===== config.mk =====
export PLATFORM = sky130hd
export DESIGN_NAME = adaptive_tx_power_control_core
export DESIGN_NICKNAME = d
export VERILOG_FILES = /design/src/hdl/atpc_pkg.sv /design/src/hdl/adaptive_tx_power_control_core.sv
export SDC_FILE = /design/constraint.sdc
export NUM_CORES = 2
export LEC_CHECK = 0
export ABC_AREA = 1
export BUFFER_PORTS_ARGS = -buffer_cell sky130_fd_sc_hd__buf_4
export CORE_MARGIN = 1.5
export CORE_UTILIZATION = 40
export CTS_CLUSTER_DIAMETER = 40
export DETAILED_ROUTE_END_ITERATION = 8
export PLACE_DENSITY_LB_ADDON = 0.3
export REMOVE_ABC_BUFFERS = 1
export SLEW_MARGIN = 25
export SYNTH_ARGS = -nofsm -noshare
export SYNTH_HDL_FRONTEND = slang
export SYNTH_SLANG_ARGS = --single-unit

===== constraint.sdc =====
create_clock -name clk -period 7.5 [get_ports clk]
set_input_delay 1.5 -clock clk [delete_from_list [all_inputs] [get_ports clk]]
set_output_delay 1.5 -clock clk [all_outputs]
set_load 0.005 [all_outputs]

===== src/hdl/atpc_pkg.sv =====
`default_nettype none

package atpc_pkg;

	localparam int LevelsDefault       = 32;
	localparam int MinDbmDefault       = -9;
	localparam int InitialLevelDefault = 14;
	localparam int WindowDefault       = 3;

	localparam int CfgIndexW = 3;
	localparam int CfgDataW  = 8;

	localparam logic [47:0] Day3Ms = 48'd259200000;
	localparam logic [47:0] Day7Ms = 48'd604800000;

	typedef enum logic [2:0] {
		CMD_ACK      = 3'd0,
		CMD_LOST     = 3'd1,
		CMD_SENT     = 3'd2,
		CMD_MATCH    = 3'd3,
		CMD_MAXIMIZE = 3'd4
	} atpc_cmd_t;

	typedef enum logic [CfgIndexW-1:0] {
		REG_SNR_FLOOR    = 3'd0,
		REG_RSSI_FLOOR   = 3'd1,
		REG_RSSI_CEILING = 3'd2,
		REG_MIN_PACKETS  = 3'd3,
		REG_ALLOWED_RECO = 3'd4,
		REG_RECO_LOSS    = 3'd5,
		REG_PRIOR_LOSS   = 3'd6
	} atpc_reg_t;

	localparam logic [7:0] SnrFloorReset    = 8'hEC;
	localparam logic [7:0] RssiFloorReset   = 8'h88;
	localparam logic [7:0] RssiCeilingReset = 8'h9C;
	localparam logic [7:0] MinPacketsReset  = 8'd25;
	localparam logic [3:0] AllowedReset     = 4'd2;
	localparam logic [6:0] RecoLossReset    = 7'd5;
	localparam logic [7:0] PriorLossReset   = 8'd5;

	typedef enum logic [3:0] {
		ST_IDLE,
		ST_SENT,
		ST_LOST,
		ST_RESTART,
		ST_RC0,
		ST_RC1,
		ST_RC2,
		ST_RC3,
		ST_AVG,
		ST_SIG,
		ST_LS1,
		ST_LS2,
		ST_DONE
	} atpc_state_t;

	typedef struct packed {
		logic [3:0]  reco;
		logic [31:0] lost;
		logic [31:0] sent;
	} atpc_stat_t;

	// A level is lossy when it has traffic and either too many losses or a loss
	// ratio of at least one half (with one loss forgiven).
	function automatic logic level_lossy(input atpc_stat_t e, input logic [7:0] limit);
		logic [32:0] twice;
		twice = {e.lost - 32'd1, 1'b0};
		level_lossy = (e.sent != 32'd0) &&
			((e.lost > {24'd0, limit}) || ((e.lost != 32'd0) && (twice >= {1'b0, e.sent})));
	endfunction

endpackage

`default_nettype wire


===== src/hdl/adaptive_tx_power_control_core.sv =====
`default_nettype none

// Channel  Dir  Bits  Contents (lowest bit first)
// s_*      in   64+3  tdata: rssi, snr, elapsed_ms; tuser: command
// m_*      out  24    tdata: power_dbm, lowest_dbm, power_written, state_restarted
// cfg_*    in   3/8   register write, index and data
//
// One event at a time. Match, maximize or an unknown command goes straight to the
// final state; a packet-sent event, an acknowledgment and a lost acknowledgment take
// longer, set by the read-modify-write passes over the per-level statistics memory
// (one read port, one write port, registered read).
// Reset clears the per-level valid bits at once, so no clearing pass is needed.
// A new event is taken while the previous result waits; a stalled output holds
// the block in its final state until the result register frees.
module adaptive_tx_power_control_core
	import atpc_pkg::*;
#(
	parameter int LEVELS        = LevelsDefault,
	parameter int MIN_DBM       = MinDbmDefault,
	parameter int INITIAL_LEVEL = InitialLevelDefault,
	parameter int WINDOW        = WindowDefault
) (
	input  wire                 clk,
	input  wire                 arst_n,
	input  wire                 s_tvalid,
	output logic                s_tready,
	input  wire  [63:0]         s_tdata,   // rssi, snr, elapsed_ms
	input  wire  [2:0]          s_tuser,   // command
	output logic                m_tvalid,
	input  wire                 m_tready,
	output logic [23:0]         m_tdata,   // power_dbm, lowest_dbm, power_written, state_restarted
	input  wire                 cfg_wen,
	input  wire  [CfgIndexW-1:0] cfg_index,
	input  wire  [CfgDataW-1:0] cfg_wdata
);

	localparam int LW = $clog2(LEVELS);
	localparam int InitLvl = (INITIAL_LEVEL < LEVELS) ? INITIAL_LEVEL : LEVELS - 1;
	localparam logic [LW-1:0] TopLvl  = LW'(LEVELS - 1);
	localparam logic [LW-1:0] InitL   = LW'(InitLvl);
	localparam logic [1:0]    WinFull = 2'(WINDOW);
	localparam int STW = $bits(atpc_stat_t);

	atpc_state_t state_q, state_nx;

	logic [7:0] snr_floor_q, rssi_floor_q, rssi_ceil_q, min_pkts_q, prior_loss_q;
	logic [3:0] allowed_q;
	logic [6:0] reco_loss_q;

	logic [2:0]         cmd_q;
	logic signed [7:0]  snr_q;
	logic [47:0]        now_q, prev_q;
	logic [LW-1:0]      cur_q, low_q, step_q;
	logic [1:0]         sc_q;
	logic signed [7:0]  hist_rssi_q [WINDOW];
	logic signed [7:0]  hist_snr_q  [WINDOW];
	logic [LEVELS-1:0]  vld_q;
	atpc_stat_t         a_q, b_q;
	logic [38:0]        prodl_q, prods_q;
	logic signed [7:0]  ar_q, as_q;
	logic               written_q, restarted_q;

	logic [STW-1:0] mem [LEVELS];
	logic [STW-1:0] rd_q;
	logic           rd_vld_q;
	logic           mem_we;
	logic [LW-1:0]  mem_waddr, mem_raddr;
	atpc_stat_t     mem_wdata, ent;

	logic           accept, out_free, restart_hit, must_inc, should_inc, try_dec, full;
	logic           rc_cond;
	logic signed [7:0] avg_rssi, avg_snr;
	logic signed [8:0] diff;
	logic [15:0]    m10;
	logic [6:0]     step7;
	logic [LW-1:0]  stepc;
	logic [31:0]    lost_inc, sent_inc;

	assign accept   = s_tvalid && s_tready;
	assign s_tready = (state_q == ST_IDLE);
	assign out_free = !m_tvalid || m_tready;
	assign ent      = rd_vld_q ? atpc_stat_t'(rd_q) : '0;
	assign full     = (sc_q >= WinFull);
	assign lost_inc = ent.lost + 32'd1;
	assign sent_inc = ent.sent + 32'd1;

	assign restart_hit = (cur_q == TopLvl) &&
		(((prev_q < Day3Ms) && (now_q > Day3Ms)) || ((prev_q < Day7Ms) && (now_q > Day7Ms)));

	assign rc_cond = (a_q.sent > {24'd0, min_pkts_q}) && (b_q.reco < allowed_q) &&
		(prodl_q < prods_q) && (b_q.lost > {24'd0, prior_loss_q});

	// Window averages, truncated toward zero; division by three is a reciprocal
	// multiply that stays exact over the range of a three-sample sum.
	function automatic logic signed [7:0] win_avg(input logic signed [9:0] sum);
		logic [9:0]  mag;
		logic [18:0] m3;
		logic [7:0]  q;
		mag = sum[9] ? 10'(-sum) : sum;
		m3  = 19'(mag) * 19'd171;
		if (WINDOW == 3) begin
			q = m3[16:9];
		end else if (WINDOW == 2) begin
			q = mag[8:1];
		end else begin
			q = mag[7:0];
		end
		win_avg = sum[9] ? 8'(-q) : q;
	endfunction

	always_comb begin
		logic signed [9:0] sr, ss;
		sr = '0;
		ss = '0;
		for (int i = 0; i < WINDOW; i++) begin
			sr = sr + 10'(hist_rssi_q[i]);
			ss = ss + 10'(hist_snr_q[i]);
		end
		avg_rssi = win_avg(sr);
		avg_snr  = win_avg(ss);
	end

	// Decrease step: one plus twice the tenths of the margin above the ceiling, capped at the current level.
	assign diff  = 9'(ar_q) - 9'($signed(rssi_ceil_q));
	assign m10   = 16'(diff[7:0]) * 16'd205;
	assign step7 = 7'({m10[15:11], 1'b0}) + 7'd1;
	assign stepc = (step7 > 7'(cur_q)) ? cur_q : step7[LW-1:0];

	assign must_inc   = (cmd_q == CMD_ACK) && (snr_q < $signed(snr_floor_q));
	assign should_inc = full && ((as_q < $signed(snr_floor_q)) || (ar_q < $signed(rssi_floor_q)));
	assign try_dec    = full && !should_inc && (ar_q > $signed(rssi_ceil_q));

	always_comb begin
		state_nx = state_q;
		case (state_q)
			ST_IDLE: begin
				if (accept) begin
					case (s_tuser)
						CMD_ACK:  state_nx = ST_RESTART;
						CMD_LOST: state_nx = ST_LOST;
						CMD_SENT: state_nx = ST_SENT;
						default:  state_nx = ST_DONE;
					endcase
				end
			end
			ST_SENT:    state_nx = ST_DONE;
			ST_LOST:    state_nx = ST_RESTART;
			ST_RESTART: state_nx = ST_RC0;
			ST_RC0:     state_nx = (cur_q == '0) ? ST_AVG : ST_RC1;
			ST_RC1:     state_nx = ST_RC2;
			ST_RC2:     state_nx = ST_RC3;
			ST_RC3:     state_nx = ST_AVG;
			ST_AVG:     state_nx = ST_SIG;
			ST_SIG: begin
				if ((cur_q < TopLvl) && (must_inc || should_inc)) begin
					state_nx = ST_DONE;
				end else if ((cur_q != '0) && try_dec) begin
					state_nx = ST_LS1;
				end else begin
					state_nx = ST_DONE;
				end
			end
			ST_LS1: begin
				if (level_lossy(ent, prior_loss_q) && (step_q != LW'(1))) begin
					state_nx = ST_LS2;
				end else begin
					state_nx = ST_DONE;
				end
			end
			ST_LS2:  state_nx = ST_DONE;
			ST_DONE: state_nx = out_free ? ST_IDLE : ST_DONE;
			default: state_nx = ST_IDLE;
		endcase
	end

	always_comb begin
		mem_we    = 1'b0;
		mem_waddr = cur_q;
		mem_wdata = ent;
		mem_raddr = cur_q;
		case (state_q)
			ST_SENT: begin
				mem_we = 1'b1;
				if (sent_inc == 32'd0) begin
					mem_wdata.sent = 32'd1;
					mem_wdata.lost = 32'd0;
				end else begin
					mem_wdata.sent = sent_inc;
				end
			end
			ST_LOST: begin
				mem_we = 1'b1;
				mem_wdata.lost = lost_inc;
			end
			ST_RC1: mem_raddr = cur_q - LW'(1);
			ST_RC3: begin
				mem_we    = rc_cond;
				mem_waddr = cur_q - LW'(1);
				mem_wdata = '{reco: b_q.reco + 4'd1, lost: 32'd0, sent: 32'd0};
			end
			ST_SIG: mem_raddr = cur_q - stepc;
			ST_LS1: mem_raddr = cur_q - LW'(1);
			default: ;
		endcase
	end

	always_ff @(posedge clk) begin
		if (mem_we) begin
			mem[mem_waddr] <= mem_wdata;
		end
		rd_q <= mem[mem_raddr];
	end

	always_ff @(posedge clk) begin
		case (state_q)
			ST_RC1: a_q <= ent;
			ST_RC2: begin
				b_q     <= ent;
				prodl_q <= 39'(a_q.lost) * 39'd100;
				prods_q <= 39'(a_q.sent) * 39'(reco_loss_q);
			end
			ST_AVG: begin
				ar_q <= avg_rssi;
				as_q <= avg_snr;
			end
			default: ;
		endcase
		if (accept) begin
			cmd_q <= s_tuser;
			snr_q <= $signed(s_tdata[15:8]);
			now_q <= s_tdata[63:16];
			if (s_tuser == CMD_ACK) begin
				if (sc_q < WinFull) begin
					// Until the window fills, samples land in order of arrival.
					for (int i = 0; i < WINDOW; i++) begin
						if (sc_q == 2'(i)) begin
							hist_rssi_q[i] <= $signed(s_tdata[7:0]);
							hist_snr_q[i]  <= $signed(s_tdata[15:8]);
						end
					end
				end else begin
					hist_rssi_q[0] <= $signed(s_tdata[7:0]);
					hist_snr_q[0]  <= $signed(s_tdata[15:8]);
					for (int i = 1; i < WINDOW; i++) begin
						hist_rssi_q[i] <= hist_rssi_q[i-1];
						hist_snr_q[i]  <= hist_snr_q[i-1];
					end
				end
			end
		end
	end

	always_ff @(posedge clk or negedge arst_n) begin
		if (!arst_n) begin
			state_q      <= ST_IDLE;
			snr_floor_q  <= SnrFloorReset;
			rssi_floor_q <= RssiFloorReset;
			rssi_ceil_q  <= RssiCeilingReset;
			min_pkts_q   <= MinPacketsReset;
			allowed_q    <= AllowedReset;
			reco_loss_q  <= RecoLossReset;
			prior_loss_q <= PriorLossReset;
			cur_q        <= InitL;
			low_q        <= InitL;
			step_q       <= '0;
			sc_q         <= '0;
			prev_q       <= '0;
			vld_q        <= '0;
			rd_vld_q     <= 1'b0;
			written_q    <= 1'b0;
			restarted_q  <= 1'b0;
			m_tvalid     <= 1'b0;
			m_tdata      <= '0;
		end else begin
			state_q  <= state_nx;
			rd_vld_q <= vld_q[mem_raddr];
			if (mem_we) begin
				vld_q[mem_waddr] <= 1'b1;
			end
			if (cfg_wen) begin
				case (cfg_index)
					REG_SNR_FLOOR:    snr_floor_q  <= cfg_wdata;
					REG_RSSI_FLOOR:   rssi_floor_q <= cfg_wdata;
					REG_RSSI_CEILING: rssi_ceil_q  <= cfg_wdata;
					REG_MIN_PACKETS:  min_pkts_q   <= cfg_wdata;
					REG_ALLOWED_RECO: allowed_q    <= cfg_wdata[3:0];
					REG_RECO_LOSS:    reco_loss_q  <= cfg_wdata[6:0];
					REG_PRIOR_LOSS:   prior_loss_q <= cfg_wdata;
					default: ;
				endcase
			end
			if ((state_q == ST_DONE) && out_free) begin
				m_tvalid <= 1'b1;
			end else if (m_tready) begin
				m_tvalid <= 1'b0;
			end
			case (state_q)
				ST_IDLE: begin
					if (accept) begin
						written_q   <= (s_tuser == CMD_MATCH);
						restarted_q <= 1'b0;
						if (s_tuser == CMD_ACK && sc_q < WinFull) begin
							sc_q <= sc_q + 2'd1;
						end
						if ((s_tuser == CMD_MATCH) || (s_tuser == CMD_MAXIMIZE)) begin
							cur_q <= TopLvl;
						end
					end
				end
				ST_LOST: begin
					if ((lost_inc != 32'd1) && (cur_q < TopLvl)) begin
						cur_q     <= cur_q + LW'(1);
						sc_q      <= '0;
						written_q <= 1'b1;
					end
				end
				ST_RESTART: begin
					prev_q <= now_q;
					if (restart_hit) begin
						cur_q       <= InitL;
						low_q       <= InitL;
						sc_q        <= '0;
						vld_q       <= '0;
						restarted_q <= 1'b1;
					end
				end
				ST_SIG: begin
					step_q <= stepc;
					if ((cur_q < TopLvl) && (must_inc || should_inc)) begin
						cur_q     <= cur_q + LW'(1);
						sc_q      <= '0;
						written_q <= 1'b1;
					end
				end
				ST_LS1: begin
					if (!level_lossy(ent, prior_loss_q)) begin
						cur_q     <= cur_q - step_q;
						sc_q      <= '0;
						written_q <= 1'b1;
						if ((cur_q - step_q) < low_q) begin
							low_q <= cur_q - step_q;
						end
					end
				end
				ST_LS2: begin
					if (!level_lossy(ent, prior_loss_q)) begin
						cur_q     <= cur_q - LW'(1);
						sc_q      <= '0;
						written_q <= 1'b1;
						if ((cur_q - LW'(1)) < low_q) begin
							low_q <= cur_q - LW'(1);
						end
					end
				end
				ST_DONE: begin
					if (out_free) begin
						m_tdata <= {6'd0, restarted_q, written_q,
							8'(low_q) + 8'(MIN_DBM), 8'(cur_q) + 8'(MIN_DBM)};
					end
				end
				default: ;
			endcase
		end
	end

endmodule

`default_nettype wire

Word-level counts from Yosys, hierarchy flattened
Memories as Yosys holds them, arrays and structs flattened. A register that Yosys moved wholly into a read port is not among the register bits.
Cells that the tools add are included.
- memories: 3
- RAM bits: 2224
- input port bits: 83
- flip-flop bits (word level): 425
- memories (memory ; depth ; bits a word ; rd ports ; clocked after Yosys merged registers in ; write ports ; RTL line ; source):
    mem ; 32 ; 68 ; 1 ; 1 ; 1 ; adaptive_tx_power_control_core.sv:63 ; logic [STW-1:0] mem [LEVELS];
    hist_rssi_q ; 3 ; 8 ; 3 ; 0 ; 3 ; adaptive_tx_power_control_core.sv:55 ; logic signed [7:0] hist_rssi_q [WINDOW];
    hist_snr_q ; 3 ; 8 ; 3 ; 0 ; 3 ; adaptive_tx_power_control_core.sv:56 ; logic signed [7:0] hist_snr_q [WINDOW];
- $add $sub $neg: 21
- multiply operators: 5
- reductions and logical operators: 61
- equality and inequality tests: 38
- bitwise logic cells: 7
- order comparisons: 23
- mux-type cells: 86
- operators by type and width (kind ; count):
    $mux W32 ; 5
    $gt A32 B8 Y1 ; 3
    $pmux W32 S3 ; 1
    $mux W68 ; 1
    $mux W5 ; 13
    $add A32 B1 Y32 const B ; 2
    $mux W8 ; 8
    $pmux W32 S2 ; 1
    $reduce_bool A32 Y1 ; 2
    $gt A48 B28 Y1 const B ; 1
    $gt A48 B30 Y1 const B ; 1
    $lt A48 B28 Y1 const B ; 1
    $lt A48 B30 Y1 const B ; 1
    $pmux W4 S12 ; 1
    $lt A39 B39 Y1 ; 1
    $mul A32 B7 Y39 ; 1
    $mul A32 B5 Y37 const B ; 1
    $mul A10 B8 Y17 const B ; 2
    $ge A33 B32 Y1 ; 1
    $logic_not A32 Y1 ; 1
    $ne A32 B1 Y1 const B ; 1
    $or A32 B32 Y32 ; 1
    $sub A32 B1 Y32 const B ; 1
    $mux W1 ; 31
    other kinds (69) ; 159

Logic depth before layout (Yosys ltp)
- word-level depth: 10
- depth in mapped cells: 47
- depth with buffers taken out: 46

Worst setup path after synthesis
No wires, ideal clock.
- path kind: register to register
- from: register rssi_ceil_q[0]
- to: register rd_q[33], read port of mem
- slack: -0.736 ns
- cell stages (with the launch flop): 45
- data arrival time: 8.122 ns
- path buffers: 2
- data required time: 7.386 ns
- setup time: 0.114 ns
- cell sequence: dfrtp_1 ha_1 fa_1 o21ai_0 a21oi_1 o21bai_1 xor2_1 inv_1 ha_1 inv_1 fa_1 inv_1 fa_1 inv_1 fa_1 inv_1 ha_1 a21oi_1 [... 9 more ...] nand2_1 inv_1 nand2_1 o21ai_0 inv_1 fa_1 nor2_1 nor2_1 a22oi_1 o21ai_2 inv_2 clkbuf_1 clkbuf_1 nand3_1 nand2_1 nand2_1 nand3_1 nand2_1
- cells in the longest elaborated chain, start to end: 7
- ends and longest elaborated chain (item ; RTL line ; source):
    from (decl) ; adaptive_tx_power_control_core.sv:46 ; logic [7:0] snr_floor_q, rssi_floor_q, rssi_ceil_q, min_pkts_q, prior_loss_q;
    from (signal assigned) ; adaptive_tx_power_control_core.sv:258 ; rssi_ceil_q <= RssiCeilingReset;
    from (signal assigned) ; adaptive_tx_power_control_core.sv:284 ; REG_RSSI_CEILING: rssi_ceil_q <= cfg_wdata;
    $sub A8 B8 Y8 (*) ; adaptive_tx_power_control_core.sv:124 ; assign diff = 9'(ar_q) - 9'($signed(rssi_ceil_q));
    $mul A8 B8 Y16 (*) ; adaptive_tx_power_control_core.sv:125 ; assign m10 = 16'(diff[7:0]) * 16'd205;
    $add A6 B1 Y7 (*) ; adaptive_tx_power_control_core.sv:126 ; assign step7 = 7'({m10[15:11], 1'b0}) + 7'd1;
    $gt A7 B5 Y1 ; adaptive_tx_power_control_core.sv:127 ; assign stepc = (step7 > 7'(cur_q)) ? cur_q : step7[LW-1:0];
    $mux W5 (*) ; adaptive_tx_power_control_core.sv:127 ;
    named net stepc[1] ; adaptive_tx_power_control_core.sv:76 ; logic [LW-1:0] stepc;
    $sub A5 B5 Y5 (*) ; adaptive_tx_power_control_core.sv:201 ; ST_SIG: mem_raddr = cur_q - stepc;
    $pmux W5 S2 (*) ; adaptive_tx_power_control_core.sv:181 ; case (state_q)
    to (decl) ; adaptive_tx_power_control_core.sv:64 ; logic [STW-1:0] rd_q;
Mark *: on every way through the listed nets, which the timed path passes. The rest lies on a longest branch.
A chain may end at the register's enable or synchronous reset.

Final worst setup path
- from: register rssi_ceil_q[2]
- to: register rd_q[48], read port of mem
The elaborated chain is that of the path after synthesis.

==> impl_metrics.csv <==
group,metric,value,unit
status,status,"finished, violations left",
status,violations,"negative setup slack",
routing,wire_per_inst,22.8,µm
routing,drcViolationCount,0,
run,drv_cap,0,
floorplanning,initial_core_util,0.403,
clock_network,clk_pin_slew,0.05,ns
layout,areaGrowthSynthToFinish,19.6,%
logic_synthesis,ys_seq_area_frac,0.576,
layout,layout_common_cells,"nand2_1 (2872), edfxtp_1 (2475), inv_1 (1939), nand3_1 (1939), nand3b_1 (1024)",
routing,num_vias,103000,
floorplanning,core_area,0.344,mm²
clock_network,cts_tree,"done",
logic_synthesis,synth_edf_count,2475,
sta,final.setup.worst_slack,-0.456,ns
logic_synthesis,synth_area_per_cell,10.2,µm²
critical_path,setup.worst_path.end_class,"flop",
critical_path,critical_path_required,8.34,ns
floorplanning,die-area,0.350,mm²
sta,finalSetupViolCount,69,
global_route,grt_use_total,0.243,
floorplanning,rows,215,
clock_network,clock-root-buffer,"clkbuf_16",
critical_path,arrival,8.80,ns
logic_synthesis,synth_async_sr_flop_share,0.0599,
floorplanning,boundaryPins,109,
logic_synthesis,synthesis.area,0.139,mm²
floorplanning,die-width,592,µm
clock_network,ctsHoldBuffers,0,
clock_network,clockBufferDepth,4,
min_path,hp-class,"flop to flop",
place,dp_hpwl,259000,µm
layout,final_nets,14900,
critical_path,startpoint_type,"flop",
layout,fill_cells,31200,
sta,slew_viol_final,0,
global_route,grt_max_degree,164,
sta,whs,0.464,ns
sta,final.setup.tns,-25.25,ns
floorplanning,die-height,592,µm
place,port_buffers,102,
critical_path,slowest_delay,0.54,ns
routing,wirelength,434000,µm
routing,drt-pass1-iter-count,6,
clock_network,cts_buffers,394,
critical_path,crit_slowest_cell,"dfstp_2",
sta,fin_crit,7.96,ns
logic_synthesis,yosysUniqueCellTypes,69,
global_route,grt_pass1_wl,642000,µm
logic_synthesis,synth_cells,13600,
routing,first_iter_violations,10400,
sta,slew_headroom,0.228,
global_route,overflow,0,
layout,layout_commonest_cell,"nand2_1",
sta,rsz0062_at_grt,"true",
sta,skew,0.0848,ns
layout,final_layout_size_suffix_gt1_frac,0.127,
layout,fin_area,0.166,mm²
global_route,grt_pass1_vias,98300,
clock_network,htree_levels,5,
global_route,grt_antenna_before_repair,5,
logic_synthesis,ys_ff_latch,2705,
sta,clock.fmax,0.126,GHz
logic_synthesis,ys.flop_type,"edfxtp_1",
sta,finalCritPeriodShare,1.06,
place,dpl_cell_area,0.149,mm²
critical_path,cp_max_fo,6,
routing,avgViaCountPerCell,5.40,
sta,finalHoldViolCount,0,
clock_network,clock_latency,0.96,ns
logic_synthesis,ys.warnings.count,0,
place,place_congestion,0.922,
critical_path,criticalPathCategory,"flop to flop",
sta,worstMarginPinSlew,1.16,ns
clock_network,clock_sinks,2705,
routing,postRouteAntennaNets,0,
[path summary, 6_finish.rpt]
path	startpoint	end	slack, ns	cells past startpoint
min in group asynchronous	arst_n	prev_q[37]$_DFFE_PN0P_	0.52	1
setup / recovery	rssi_ceil_q[2]$_DFFE_PN1P_	rd_q[48]$_DFF_P_	-0.46	46
hold reg to reg	low_q[1]$_DFFE_PN1P_	low_q[1]$_DFFE_PN1P_	0.46	2
setup reg to reg	rssi_ceil_q[2]$_DFFE_PN1P_	rd_q[48]$_DFF_P_	-0.46	46
max in group asynchronous	arst_n	rd_vld_q$_DFF_PN0_	5.78	2
hold / removal	low_q[1]$_DFFE_PN1P_	low_q[1]$_DFFE_PN1P_	0.46	2
[stage by stage]
| stage | utilization | cells | setup slack [ns] |
|---|---|---|---|
| after detailed placement | 0.434 | 18200 | -0.893 |
| final | 0.482 | 19000 | -0.456 |
| after global routing | 0.482 | 19000 | -0.778 |
| after CTS | 0.479 | 19000 | -0.432 |
| after floorplan | - | 12900 | -92.76 |
| after global placement | 0.434 | 18200 | -0.798 |
[critical path: cells and delay by family, from the launching register on]
family | cells | cell delay (ns)
xor+xnor | 2 | 0.27
flops | 1 | 0.54
buf+inv | 14 | 1.52
compound gates | 14 | 2.28
fa+ha+maj | 7 | 2.50
simple gates | 9 | 0.71
[routing by layer]
metal / share of wire / GRT usage
met1: 0.42 / 0.338
met2: 0.45 / 0.384
met3: 0.085 / 0.0362
met4: 0.040 / 0.0919
met5: 0.000087 / 0
[repair_timing]
| action | CTS | global route |
|---|---|---|
| setup endpoints to repair | 69 | 69 |
| gates resized for setup | 136 | 137 |
| pin swaps | 52 | 78 |
| cloned | 18 | 11 |
| setup buffers | 59 | 19 |
[synth_stat cells (16+ instances only)]
master	count	area [µm²]
clkinv_1	21	78.8
inv_2	17	63.8
fa_1	242	4840
o21ai_0	195	976
nand3b_1	1024	7690
o21bai_1	16	120
or2_2	17	106
nor2_1	432	1620
dfstp_2	25	657
o211ai_1	78	586
o22ai_1	28	175
xnor2_1	38	333
nor3_1	75	375
clkbuf_1	386	1450
nand4_1	83	519
buf_2	227	1140
nand2_1	2887	10800
nand2_2	23	144
xor2_1	169	1480
edfxtp_1	2475	74300
inv_1	1955	7340
ha_1	468	5860
a21oi_1	250	1250
buf_1	71	267
nand3_1	2005	10000
dfxtp_1	68	1360
nor4_1	37	231
dfrtp_1	137	3430
[sequential cells by signal (all words and copies together), names as in the netlist, 32 cells and up]
register	flops
prods_q	39
a_q	64
b_q	36
prodl_q	37
prev_q	38
mem	2176
rd_q	68
now_q	48
vld_q	32
[logic make-up (layout without fill, tap and decap cells)]
group | after synthesis | count (layout) | synth area share
simple gates | 6634 | 6634 | 0.231
buf+inv | 2709 | 3559 | 0.0763
flops | 2705 | 2705 | 0.576
fa+ha+maj | 710 | 710 | 0.0772
compound gates | 645 | 645 | 0.0268
xor+xnor | 207 | 207 | 0.0131
other cells | 1 | 10 | 0.0000271
[cell type report]
type | instances | area (µm²) | share of cell area
Sequential cell | 2705 | 79800 | 0.481
Multi-Input combinational cell | 8202 | 49500 | 0.299
Clock buffer | 463 | 10500 | 0.0632
Timing Repair Buffer | 826 | 9540 | 0.0576
Inverter | 1993 | 7520 | 0.0454
Tap cell | 4557 | 5700 | 0.0344
Clock inverter | 277 | 3130 | 0.0189
Antenna cell | 4 | 10.0 | 0.0000604
Power is not shown: default switching activity piles up to over one toggle a cycle in this logic, so the estimate is an artifact.
